--- src/design/pit_pkg.sv ---
`default_nettype none

package pit_pkg;

    // item operation codes
    typedef enum logic [1:0] {
        OP_TICK  = 2'd0,
        OP_WRITE = 2'd1,
        OP_READ  = 2'd2,
        OP_NOP   = 2'd3
    } t_op;

    // counter access field of a control word
    typedef enum logic [1:0] {
        ACC_LATCH = 2'd0,
        ACC_LSB   = 2'd1,
        ACC_MSB   = 2'd2,
        ACC_WORD  = 2'd3
    } t_acc;

    // configuration register indexes
    localparam logic CFG_BASE_PORT     = 1'b0;
    localparam logic CFG_CLOCK_DIVIDER = 1'b1;

    // counter modes with special stepping
    localparam logic [2:0] MODE_TERM   = 3'd0;
    localparam logic [2:0] MODE_RATE   = 3'd2;
    localparam logic [2:0] MODE_SQUARE = 3'd3;
    localparam logic [2:0] MODE_LAST   = 3'd5;
    localparam logic [2:0] MODE_ALIAS  = 3'd4;

    localparam int NUM_CHAN = 3;
    localparam logic [1:0] CTRL_OFFSET  = 2'd3;
    localparam logic [7:0] BASE_RESET   = 8'h40;
    localparam logic [16:0] FULL_COUNT  = 17'h10000;

    // per-counter command for one word
    typedef struct packed {
        logic       step;
        logic       wr;
        logic       ctl;
        logic       rd;
        logic [7:0] data;
    } t_chan_cmd;

    // one result word
    typedef struct packed {
        logic [7:0]  read_data;
        logic        read_hit;
        logic        out_zero;
        logic        out_one;
        logic        out_two;
        logic [15:0] count_zero;
        logic [15:0] count_one;
        logic [15:0] count_two;
    } t_result;

endpackage

`default_nettype wire

--- src/design/programmable_interval_timer_core.sv ---
`default_nettype none

// three-counter interval timer, one word in and one result word out per item
// a result word is registered in the result register, or in the skid while that is held
// one word per cycle while the skid is empty, counter and prescaler work done in that cycle
// a two-entry output stage (result register plus skid) keeps input open while a result waits
// reset: synchronous active-low i_rst_n clears counters, prescaler and output stage,
// base port returns to 0x40 and clock divider to one
module programmable_interval_timer_core (
    input  wire         i_clk,
    input  wire         i_rst_n,
    // input words
    input  wire         i_valid,
    output logic        o_ready,
    input  wire  [1:0]  i_operation,
    input  wire  [7:0]  i_port,
    input  wire  [7:0]  i_write_data,
    // result words
    output logic        o_valid,
    input  wire         i_ready,
    output logic [7:0]  o_read_data,
    output logic        o_read_hit,
    output logic        o_out_zero,
    output logic        o_out_one,
    output logic        o_out_two,
    output logic [15:0] o_count_zero,
    output logic [15:0] o_count_one,
    output logic [15:0] o_count_two,
    // configuration writes
    input  wire         i_cfg_valid,
    output logic        o_cfg_ready,
    input  wire         i_cfg_index,
    input  wire  [31:0] i_cfg_data
);
    import pit_pkg::*;

    logic [7:0]  r_base;
    logic [31:0] r_div;
    logic [31:0] r_presc;

    logic        push, pop;
    t_op         op;
    logic [32:0] presc_sum;
    logic        timer_step;
    logic [8:0]  port_diff;
    logic        in_win;
    logic [1:0]  off;
    logic        is_write, is_read;

    t_chan_cmd   cmd    [NUM_CHAN];
    logic [7:0]  rd_byte[NUM_CHAN];
    logic        chan_out[NUM_CHAN];
    logic [15:0] chan_cnt[NUM_CHAN];

    t_result     res;
    t_result     r_out, r_skid;
    logic        r_out_valid, r_skid_valid;

    assign o_cfg_ready = 1'b1;
    assign o_ready     = ~r_skid_valid;
    assign push        = i_valid & o_ready;
    assign pop         = r_out_valid & i_ready;

    // configuration, a written divider of zero behaves as one
    always_ff @(posedge i_clk) begin
        if (!i_rst_n) begin
            r_base <= BASE_RESET;
            r_div  <= 32'd1;
        end else if (i_cfg_valid) begin
            case (i_cfg_index)
                CFG_BASE_PORT: begin
                    r_base <= i_cfg_data[7:0];
                end
                CFG_CLOCK_DIVIDER: begin
                    r_div <= (i_cfg_data == 32'd0) ? 32'd1 : i_cfg_data;
                end
                default: begin
                    r_base <= r_base;
                end
            endcase
        end
    end

    // decode of the word
    assign op = t_op'(i_operation);
    always_comb begin
        is_write = 1'b0;
        is_read  = 1'b0;
        case (op)
            OP_WRITE: is_write = push;
            OP_READ:  is_read  = push;
            default:  is_write = 1'b0;
        endcase
    end

    // prescaler: accum+1 reaching the divider gives one timer clock and clears
    assign presc_sum  = {1'b0, r_presc} + 33'd1;
    assign timer_step = push && (op == OP_TICK) && (presc_sum >= {1'b0, r_div});

    always_ff @(posedge i_clk) begin
        if (!i_rst_n) begin
            r_presc <= 32'd0;
        end else if (push && op == OP_TICK) begin
            r_presc <= timer_step ? 32'd0 : presc_sum[31:0];
        end
    end

    // four-port window at base, no wrap past 255
    assign port_diff = {1'b0, i_port} - {1'b0, r_base};
    assign in_win    = (port_diff[8:2] == 7'd0);
    assign off       = port_diff[1:0];

    for (genvar k = 0; k < NUM_CHAN; k++) begin : g_chan
        always_comb begin
            cmd[k].step = timer_step;
            cmd[k].wr   = is_write && in_win && off == 2'(k);
            cmd[k].ctl  = is_write && in_win && off == CTRL_OFFSET
                          && i_write_data[7:6] == 2'(k);
            cmd[k].rd   = is_read && in_win && off == 2'(k);
            cmd[k].data = i_write_data;
        end

        pit_chan u_chan (
            .i_clk     (i_clk),
            .i_rst_n   (i_rst_n),
            .i_cmd     (cmd[k]),
            .o_rd_byte (rd_byte[k]),
            .o_out     (chan_out[k]),
            .o_count   (chan_cnt[k])
        );
    end

    // result word from the state after this item
    always_comb begin
        res.read_hit   = is_read && in_win && off != CTRL_OFFSET;
        res.read_data  = rd_byte[0] | rd_byte[1] | rd_byte[2];
        res.out_zero   = chan_out[0];
        res.out_one    = chan_out[1];
        res.out_two    = chan_out[2];
        res.count_zero = chan_cnt[0];
        res.count_one  = chan_cnt[1];
        res.count_two  = chan_cnt[2];
    end

    // output register with skid entry
    always_ff @(posedge i_clk) begin
        if (!i_rst_n) begin
            r_out_valid  <= 1'b0;
            r_skid_valid <= 1'b0;
        end else if (r_skid_valid) begin
            if (pop) begin
                r_skid_valid <= 1'b0;
            end
        end else if (push) begin
            if (!r_out_valid || pop) begin
                r_out_valid <= 1'b1;
            end else begin
                r_skid_valid <= 1'b1;
            end
        end else if (pop) begin
            r_out_valid <= 1'b0;
        end
    end

    always_ff @(posedge i_clk) begin
        if (r_skid_valid) begin
            if (pop) begin
                r_out <= r_skid;
            end
        end else if (push) begin
            if (!r_out_valid || pop) begin
                r_out <= res;
            end else begin
                r_skid <= res;
            end
        end
    end

    assign o_valid      = r_out_valid;
    assign o_read_data  = r_out.read_data;
    assign o_read_hit   = r_out.read_hit;
    assign o_out_zero   = r_out.out_zero;
    assign o_out_one    = r_out.out_one;
    assign o_out_two    = r_out.out_two;
    assign o_count_zero = r_out.count_zero;
    assign o_count_one  = r_out.count_one;
    assign o_count_two  = r_out.count_two;

`ifndef SYNTHESIS
    a_skid_behind_out : assert property (@(posedge i_clk) disable iff (!i_rst_n)
        r_skid_valid |-> r_out_valid)
        else $error("skid entry held with empty result register");

    a_accept_shows : assert property (@(posedge i_clk) disable iff (!i_rst_n)
        push |=> o_valid)
        else $error("accepted word left no result");

    a_miss_reads_zero : assert property (@(posedge i_clk) disable iff (!i_rst_n)
        o_valid && !o_read_hit |-> o_read_data == 8'd0)
        else $error("read data without a counter hit");

    a_divider_nonzero : assert property (@(posedge i_clk) disable iff (!i_rst_n)
        r_div != 32'd0)
        else $error("clock divider zero");
`endif

endmodule

`default_nettype wire

--- src/design/pit_chan.sv ---
`default_nettype none

module pit_chan (
    input  wire              i_clk,
    input  wire              i_rst_n,
    input  wire pit_pkg::t_chan_cmd i_cmd,
    output logic [7:0]       o_rd_byte,
    output logic             o_out,
    output logic [15:0]      o_count
);
    import pit_pkg::*;

    logic [15:0] r_init, n_init;
    logic [16:0] r_live, n_live;
    logic [2:0]  r_mode, n_mode;
    t_acc        r_acc, n_acc;
    logic        r_out, n_out;
    logic        r_run, n_run;
    logic        r_msb_wr, n_msb_wr;
    logic [7:0]  r_lsb, n_lsb;
    logic        r_latch_pend, n_latch_pend;
    logic [15:0] r_latch_val, n_latch_val;
    logic        r_msb_rd, n_msb_rd;

    logic [16:0] full;
    logic        do_load;
    logic [15:0] ld_val;
    logic [2:0]  cw_mode;
    logic [15:0] rd_val;

    assign full = (r_init == 16'd0) ? FULL_COUNT : {1'b0, r_init};
    assign cw_mode = i_cmd.data[3:1];

    always_comb begin
        n_init       = r_init;
        n_live       = r_live;
        n_mode       = r_mode;
        n_acc        = r_acc;
        n_out        = r_out;
        n_run        = r_run;
        n_msb_wr     = r_msb_wr;
        n_lsb        = r_lsb;
        n_latch_pend = r_latch_pend;
        n_latch_val  = r_latch_val;
        n_msb_rd     = r_msb_rd;
        do_load      = 1'b0;
        ld_val       = 16'd0;
        o_rd_byte    = 8'd0;
        rd_val       = r_latch_pend ? r_latch_val : r_live[15:0];

        // one timer clock
        if (i_cmd.step && r_run) begin
            case (r_mode)
                MODE_RATE: begin
                    if (r_live <= 17'd1) begin
                        n_live = full;
                        n_out  = 1'b1;
                    end else begin
                        n_live = r_live - 17'd1;
                        n_out  = (r_live != 17'd2);
                    end
                end
                MODE_SQUARE: begin
                    if (r_live <= 17'd2) begin
                        n_live = full;
                        n_out  = ~r_out;
                    end else begin
                        n_live = r_live - 17'd2;
                    end
                end
                default: begin
                    if (r_live == 17'd0) begin
                        n_live = 17'h0FFFF;
                    end else begin
                        n_live = r_live - 17'd1;
                    end
                    if (r_live == 17'd1) begin
                        n_out = 1'b1;
                    end
                end
            endcase
        end

        // control word for this counter
        if (i_cmd.ctl) begin
            if (t_acc'(i_cmd.data[5:4]) == ACC_LATCH) begin
                if (!r_latch_pend) begin
                    n_latch_val  = r_live[15:0];
                    n_latch_pend = 1'b1;
                    n_msb_rd     = 1'b0;
                end
            end else begin
                n_acc        = t_acc'(i_cmd.data[5:4]);
                n_mode       = (cw_mode > MODE_LAST) ? (cw_mode - MODE_ALIAS) : cw_mode;
                n_run        = 1'b0;
                n_msb_wr     = 1'b0;
                n_msb_rd     = 1'b0;
                n_latch_pend = 1'b0;
                n_out        = (n_mode != MODE_TERM);
            end
        end

        // count byte write
        if (i_cmd.wr) begin
            case (r_acc)
                ACC_LSB: begin
                    do_load = 1'b1;
                    ld_val  = {8'd0, i_cmd.data};
                end
                ACC_MSB: begin
                    do_load = 1'b1;
                    ld_val  = {i_cmd.data, 8'd0};
                end
                ACC_WORD: begin
                    if (!r_msb_wr) begin
                        n_lsb    = i_cmd.data;
                        n_msb_wr = 1'b1;
                    end else begin
                        do_load  = 1'b1;
                        ld_val   = {i_cmd.data, r_lsb};
                        n_msb_wr = 1'b0;
                    end
                end
                default: begin
                    do_load = 1'b0;
                end
            endcase
        end
        if (do_load) begin
            n_init = ld_val;
            n_live = (ld_val == 16'd0) ? FULL_COUNT : {1'b0, ld_val};
            n_run  = 1'b1;
            n_out  = (r_mode != MODE_TERM);
        end

        // count byte read with lsb/msb sequencing
        if (i_cmd.rd) begin
            if (r_acc == ACC_MSB || (r_acc == ACC_WORD && r_msb_rd)) begin
                o_rd_byte = rd_val[15:8];
            end else begin
                o_rd_byte = rd_val[7:0];
            end
            if (r_acc == ACC_WORD && !r_msb_rd) begin
                n_msb_rd = 1'b1;
            end else begin
                n_msb_rd     = 1'b0;
                n_latch_pend = 1'b0;
            end
        end
    end

    always_ff @(posedge i_clk) begin
        if (!i_rst_n) begin
            r_init       <= 16'd0;
            r_live       <= 17'd0;
            r_mode       <= MODE_TERM;
            r_acc        <= ACC_WORD;
            r_out        <= 1'b0;
            r_run        <= 1'b0;
            r_msb_wr     <= 1'b0;
            r_lsb        <= 8'd0;
            r_latch_pend <= 1'b0;
            r_latch_val  <= 16'd0;
            r_msb_rd     <= 1'b0;
        end else begin
            r_init       <= n_init;
            r_live       <= n_live;
            r_mode       <= n_mode;
            r_acc        <= n_acc;
            r_out        <= n_out;
            r_run        <= n_run;
            r_msb_wr     <= n_msb_wr;
            r_lsb        <= n_lsb;
            r_latch_pend <= n_latch_pend;
            r_latch_val  <= n_latch_val;
            r_msb_rd     <= n_msb_rd;
        end
    end

    assign o_out   = n_out;
    assign o_count = n_live[15:0];

`ifndef SYNTHESIS
    a_mode_folded : assert property (@(posedge i_clk) disable iff (!i_rst_n)
        r_mode <= MODE_LAST)
        else $error("counter mode outside folded range");

    a_live_range : assert property (@(posedge i_clk) disable iff (!i_rst_n)
        r_live <= FULL_COUNT)
        else $error("live count above full count");

    a_load_runs : assert property (@(posedge i_clk) disable iff (!i_rst_n)
        do_load |=> r_run && r_live != 17'd0)
        else $error("loaded counter not running");
`endif

endmodule

`default_nettype wire

--- config.mk ---
export PLATFORM = sky130hd
export DESIGN_NAME = programmable_interval_timer_core
export DESIGN_NICKNAME = d
export VERILOG_FILES = /design/src/design/pit_pkg.sv /design/src/design/programmable_interval_timer_core.sv /design/src/design/pit_chan.sv
export SDC_FILE = /design/constraint.sdc
export NUM_CORES = 1
export LEC_CHECK = 0
export BUFFER_PORTS_ARGS = -buffer_cell sky130_fd_sc_hd__buf_2
export CAP_MARGIN = 20
export CORE_ASPECT_RATIO = 1.25
export CORE_UTILIZATION = 62
export DETAILED_ROUTE_END_ITERATION = 8
export PLACE_DENSITY = 0.81
export RECOVER_POWER = 25
export SKIP_LAST_GASP = 1
export SLEW_MARGIN = 20
export SYNTH_ARGS = -nofsm -noshare
export SYNTH_HDL_FRONTEND = slang
export SYNTH_SLANG_ARGS = --single-unit
--- constraint.sdc ---
create_clock -name i_clk -period 6.3 [get_ports i_clk]
set_input_delay 0.315 -clock i_clk [delete_from_list [all_inputs] [get_ports i_clk]]
set_output_delay 0.315 -clock i_clk [all_outputs]
set_load 0.005 [all_outputs]
* Yosys cells after proc, flatten, opt, wreduce, memory -nomap -nowiden
Index checks and enable logic that the tools add are counted.
** Word-level totals
- Register bits after elaboration :: 395
- Bits of input ports :: 56
- Output and inout port bits :: 63
- Logic and storage cells :: 349
** Operators by class
- Add/subtract/negate cells :: 9
- Magnitude comparators :: 8
- Equal/unequal tests :: 37
- Multiplexer cells :: 138
- Bitwise logic cells :: 14
- Reduce and logical (&&, ||, !) cells :: 86
** Operators by type and width (count)
- two-way mux 17 bit :: 21
- two-way mux 60 bit :: 4
- two-way mux 16 bit :: 9
- one-hot mux 16 bit (3 select lines) :: 3
- one-hot mux 17 bit (2 select lines) :: 3
- logical NOT 16 bit :: 6
- two-way mux 1 bit :: 83
- two-way mux 32 bit :: 2
- equality test 17 x 1 -> 1 bit (second input constant) :: 3
- less-or-equal comparator 17 x 1 -> 1 bit (second input constant) :: 3
- less-or-equal comparator 17 x 2 -> 1 bit (second input constant) :: 3
- logical NOT 17 bit :: 3
- != test 17 x 2 -> 1 bit (second input constant) :: 3
- subtractor 17 x 1 -> 17 bit (second input constant) :: 3
- subtractor 17 x 2 -> 17 bit (second input constant) :: 3
- two-way mux 8 bit :: 6
- adder 32 x 1 -> 33 bit (second input constant) :: 1
- greater-or-equal comparator 33 x 32 -> 1 bit :: 1
- logical NOT 32 bit :: 1
- AND reduction 2 bit :: 14
- logical AND 1 bit :: 24
- nonzero test 2 bit :: 12
- equality test 2 bit (second input constant) :: 10
- equality test 3 x 2 -> 1 bit (second input constant) :: 6
- 19 further kinds :: 65

* Longest topological paths before layout
- Word-level depth :: 12
- Mapped depth :: 20
- Depth with buffers taken out :: 17

* Hierarchy
Synthesis repeated with hierarchy kept, for this count alone.
** Unflattened totals
- Cell total of the unflattened synthesis :: 2762
- Area total of the unflattened synthesis :: 24105.6 um2
** Modules (own cells, without submodules)
- pit_chan at g_chan[1].u_chan ... :: instances 2, cells each 638, area each 4833.4 um2, sequential area each 1341.3 um2
- programmable_interval_timer_core :: instances 1, cells each 841, area each 9366.5 um2, sequential area each 5084.9 um2
- pit_chan at g_chan[0].u_chan :: instances 1, cells each 645, area each 5072.4 um2, sequential area each 1341.3 um2

* Worst setup path before layout
OpenSTA, ideal clock, no wires.
- Path kind :: register to register
- Start point :: register r_presc[7]
- End point :: register r_out (netlist bit o_out_zero), data pin
- Setup time :: 0.271 ns
- Arrival time :: 4.481 ns
- Data required time :: 6.029 ns
- Slack :: 1.548 ns
- Cell stages (with the launch flop) :: 21
- Path buffers :: 3
- Clock period less this slack :: 4.752 ns
- Path through :: dfxtp_1 clkbuf_1 and4_1 nand4_1 nor2_1 and4_1 and2_1 nand2_1 nor2_1 xor2_1 ha_1 nand3_1 nor4_1 nand3_1 o221ai_1 o211a_1 buf_2 clkbuf_1 a21boi_0 nor4_1 o31ai_1
** Between the ends
- Word-level cells in the longest chain between the ends :: 11
** RTL lines
- from (decl) :: RTL line programmable_interval_timer_core.sv:39 : logic [31:0] r_presc;
- from (signal assigned) :: RTL line programmable_interval_timer_core.sv:104 : r_presc <= timer_step ? 32'd0 : presc_sum[31:0];
- adder 32 x 1 -> 33 bit * :: RTL line programmable_interval_timer_core.sv:97 : assign presc_sum = {1'b0, r_presc} + 33'd1;
- greater-or-equal comparator 33 x 32 -> 1 bit * :: RTL line programmable_interval_timer_core.sv:98 : assign timer_step = push && (op == OP_TICK) && (presc_sum >= {1'b0, r_div});
- logical AND 1 bit * :: RTL line programmable_interval_timer_core.sv:98
- logical AND 1 bit * :: RTL line pit_chan.sv:52 : if (i_cmd.step && r_run) begin
- two-way mux 1 bit * :: RTL line pit_chan.sv:52
- two-way mux 1 bit :: RTL line pit_chan.sv:86 : if (t_acc'(i_cmd.data[5:4]) == ACC_LATCH) begin
- two-way mux 1 bit * :: RTL line pit_chan.sv:85 : if (i_cmd.ctl) begin
- two-way mux 1 bit * :: RTL line pit_chan.sv:129 : if (do_load) begin
- two-way mux 60 bit * :: RTL line programmable_interval_timer_core.sv:171 : if (!r_out_valid || pop) begin
- two-way mux 60 bit * :: RTL line programmable_interval_timer_core.sv:170 : end else if (push) begin
- two-way mux 60 bit * :: RTL line programmable_interval_timer_core.sv:166 : if (r_skid_valid) begin
- to (signal assigned) :: RTL line programmable_interval_timer_core.sv:168 : r_out <= r_skid;
- to (signal assigned) :: RTL line programmable_interval_timer_core.sv:172 : r_out <= res;
- to (decl) :: RTL line programmable_interval_timer_core.sv:56 : t_result r_out, r_skid;
Every way passes the cells marked *; elsewhere a longest branch is shown, timed or not. The select of a mux whose other input is x is not followed.
A chain may end at the register's enable or synchronous reset.

* Worst setup path in the final report
- Start point :: input port i_rst_n
- End point :: register g_chan[1].u_chan.r_acc[0]
** RTL lines
- from (decl) :: RTL line programmable_interval_timer_core.sv:11 : input wire i_rst_n,
- to (signal assigned) :: RTL line pit_chan.sv:169 : r_acc <= n_acc;
- to (decl) :: RTL line pit_chan.sv:16 : t_acc r_acc, n_acc;
No word-level cell between the ends.

==> out/qor.csv <==
metric,value,unit
ys flop type,dfxtp_1,
Buffers on Ports,117,
RSZ-0062 raised after global routing,false,
crit path kind,input pin to register,
post_cts resized,0,
CP Max Fanout,106,
CORE AREA,35600,um^2
worst path cell trace,"buf_2, clkbuf_1, inv_1, buf_6, a221o_1",
CTS max path bufs,3,
TritonRoute pass-1 iters,6,
maximum vdd drop,0.201,mV
antenna violations before repair,6,
max cap viols,5,
Post-Place Setup Slack,728,ps
Initial Utilization,63.1,%
routed vias/inst,6.77,
IO Count,119,
Worst path slowest cell,inv_1,
"slowest stage delay, CP",2520,ps
CTS sink cnt,395,
clk_lat worst skew,560,ps
root buf cell,clkbuf_16,
f_max,168,MHz
CP required,6750,ps
Post-route DRC,0,
Cells after Synth,2645,
Max Slew Vio Count,297,
Pleak,9.14,nW
count of flip-flops with a built-in enable after synthesis,120,
Synth Area in XOR/XNOR,4.25,%
main combinational cell family by area after synthesis,simple AND/OR/NAND/NOR gates,
Int Power,4.03,mW
H-tree Lvls,2,
largest net degree at the start of global routing,107,
flop2flop setup slack,740,ps
number of global-route vias before repair,21100,
Worst setup EP type,register,
status,"complete, but fails checks",
Synth Area in Simple Gates,22.7,%
detailed placement HPWL,54.5,mm
final wirelength,77.3,mm
Nets,2797,
drt wl/cell,24.3,um
clock share of power,43.3,%
"Avg Cell Area, Syn",8.48,um^2
vias,21500,
area growth from synthesis to layout,9.37,%
Flop pwr share,50.8,%
min cycle time layout,5940,ps
clk_skew,14.7,ps
Post-Synth Adder-Cell Area,3.88,%
Final period util,94.3,%
Worst slew margin,-158,%
Yosys cell types,80,
Site Rows,77,
failing checks,"max-capacitance violations, max-slew violations",
WP data arrival,6390,ps
Synthesized Nets,2770,
Final setup viols,0,
endpoints failing hold,0,
worst slew pin tran,3880,ps
share of cells above drive strength 1,9.36,%
ys async rst share,0,%
switch share,24.3,%
combinational share of power,5.9,%
setup TNS,0,ps
Synth Register Bits,395,
die width,172,um
CTS tree,yes,
CTS buffer count,40,
GRT Util Overall,42.0,%
Worst Hold Class,input pin to register,
crit path launch type,input pin,
Psw,1.30,mW
YS warnings,0,
final worst setup slack,358,ps
gr ovfl total,0,
first-pass GRT wire length,119,mm
Routed Antenna Nets,0,
post-synthesis mux area share,5.97,%
post-synthesis compound-gate area fraction,18.1,%
Worst-path clk slew,60,ps
Die H,215,um
die area,37000,um^2
sequential element share of the synthesized area,40.6,%
Final GP Congestion,1.02,
Mapped Area,22400,um^2
Pwr Density,217,nW/um^2
first-iteration detailed-routing DRC count,2273,
==> cell type report <==
cell class	instances	area, um^2
Antenna cell	6	15.0
Clock buffer	53	1080
Clock inverter	20	160
Fill cell	2872	11000
Inverter	80	300
Multi-Input combinational cell	1988	12400
Sequential cell	395	9110
Tap cell	474	593
Timing Repair Buffer	167	910
==> sequential cells by signal (all words and copies together) (netlist names), 9 cells and up <==
signal                     count
r_skid                        60
g_chan.u_chan.r_live          51
g_chan.u_chan.r_init          48
g_chan.u_chan.r_latch_val     48
r_div                         32
r_presc                       32
g_chan.u_chan.r_lsb           24
o_count_one                   16
o_count_two                   16
o_count_zero                  16
g_chan.u_chan.r_mode           9
==> layout by cell type, fill, tap and decap left out, types with 37 or more instances in the layout <==
| cell type | count |
|---|---|
| xnor2_1 | 68 |
| nor2_1 | 183 |
| nor3_1 | 70 |
| and2_1 | 51 |
| nand4_1 | 41 |
| edfxtp_1 | 120 |
| inv_1 | 79 |
| a21oi_1 | 231 |
| ha_1 | 68 |
| nand3_1 | 73 |
| o211ai_1 | 37 |
| o21ai_0 | 107 |
| clkbuf_16 | 40 |
| nand2_1 | 434 |
| clkbuf_1 | 56 |
| a211oi_1 | 37 |
| dfxtp_1 | 275 |
| nor4_1 | 48 |
| buf_2 | 75 |
| xor2_1 | 41 |
| mux2i_1 | 45 |
| buf_4 | 39 |
==> repair_timing <==
item | 4_1_cts | 5_1_grt
setup buffers | 0 | 0
endpoints found under the hold margin | 5 | 0
hold buffers | 5 | 0
==> synth_stat cells (41+ instances only) <==
cell	instances	area (um^2)
and2_1	51	319
nor2_1	183	687
mux2i_1	45	450
a21oi_1	234	1170
edfxtp_1	120	3600
inv_1	79	297
nand2_1	434	1630
nand4_1	41	257
dfxtp_1	275	5510
nor3_1	71	355
clkbuf_1	166	623
xor2_1	41	359
nor4_1	49	307
xnor2_1	68	596
nand3_1	73	365
o21ai_0	108	541
ha_1	68	851
==> worst max-delay path, delay by kind of cell <==
| kind | cells | cell delay, ps |
|---|---|---|
| buffers and inverters | 4 | 5540 |
| AOI/OAI and AO/OA | 1 | 390 |
==> kinds of logic (layout without fill, tap and decap cells) <==
| family | count (synthesis) | in the layout |
|---|---|---|
| other | 1 | 7 |
| multiplexers | 100 | 100 |
| buffers and inverters | 262 | 320 |
| flip-flops | 395 | 395 |
| XOR/XNOR | 109 | 109 |
| AO/OA/AOI/OAI | 646 | 646 |
| adder cells (fa/ha/maj) | 69 | 69 |
| AND/OR/NAND/NOR | 1063 | 1063 |
==> power by group through the flow <==
stage / registers (mW) / clock network (mW) / logic (mW)
floorplan: 2.75 / 0 / 0.169
global placement: 2.75 / 0 / 0.300
detailed placement: 2.75 / 0 / 0.307
CTS: 2.70 / 2.31 / 0.311
global route: 2.71 / 2.41 / 0.336
finish: 2.70 / 2.31 / 0.316
==> metrics by stage <==
| stage | utilization [%] | power [mW] | area [um^2] | cells | hold slack, ps |
|---|---|---|---|---|---|
| global placement | 65.5 | 3.05 | 23300 | 3096 | 434 |
| detailed placement | 65.5 | 3.06 | 23300 | 3097 | 442 |
| floorplan | - | 2.92 | 22400 | 2645 | 415 |
| global route | 69.0 | 5.45 | 24500 | 3182 | 22.7 |
| CTS | 69.2 | 5.32 | 24600 | 3175 | 1.46 |
| finish | 69.0 | 5.33 | 24500 | 3183 | 11.0 |
==> path summary, 6_finish.rpt <==
check / start / endpoint / depth (start not counted)
setup / recovery: i_rst_n / g_chan[1].u_chan.r_acc[0] / 5
hold / removal: i_cfg_data[29] / r_div[29] / 3
setup reg to reg: r_presc[0] / o_count_two[12] / 16
hold reg to reg: g_chan[1].u_chan.r_latch_val[1] / g_chan[1].u_chan.r_latch_val[1] / 2
==> per-layer routing <==
metal  wire, um  vias up  share of wire, %  track usage (%)
met2      36100     1368                47             68.2
met4       6010        4               7.8             29.0
li1           -     9626                 -                -
met1      27600    10200                36             49.3
met5         32        -             0.041                0
met3       7590      345               9.8             8.51
(Power assumes the default switching activity.)
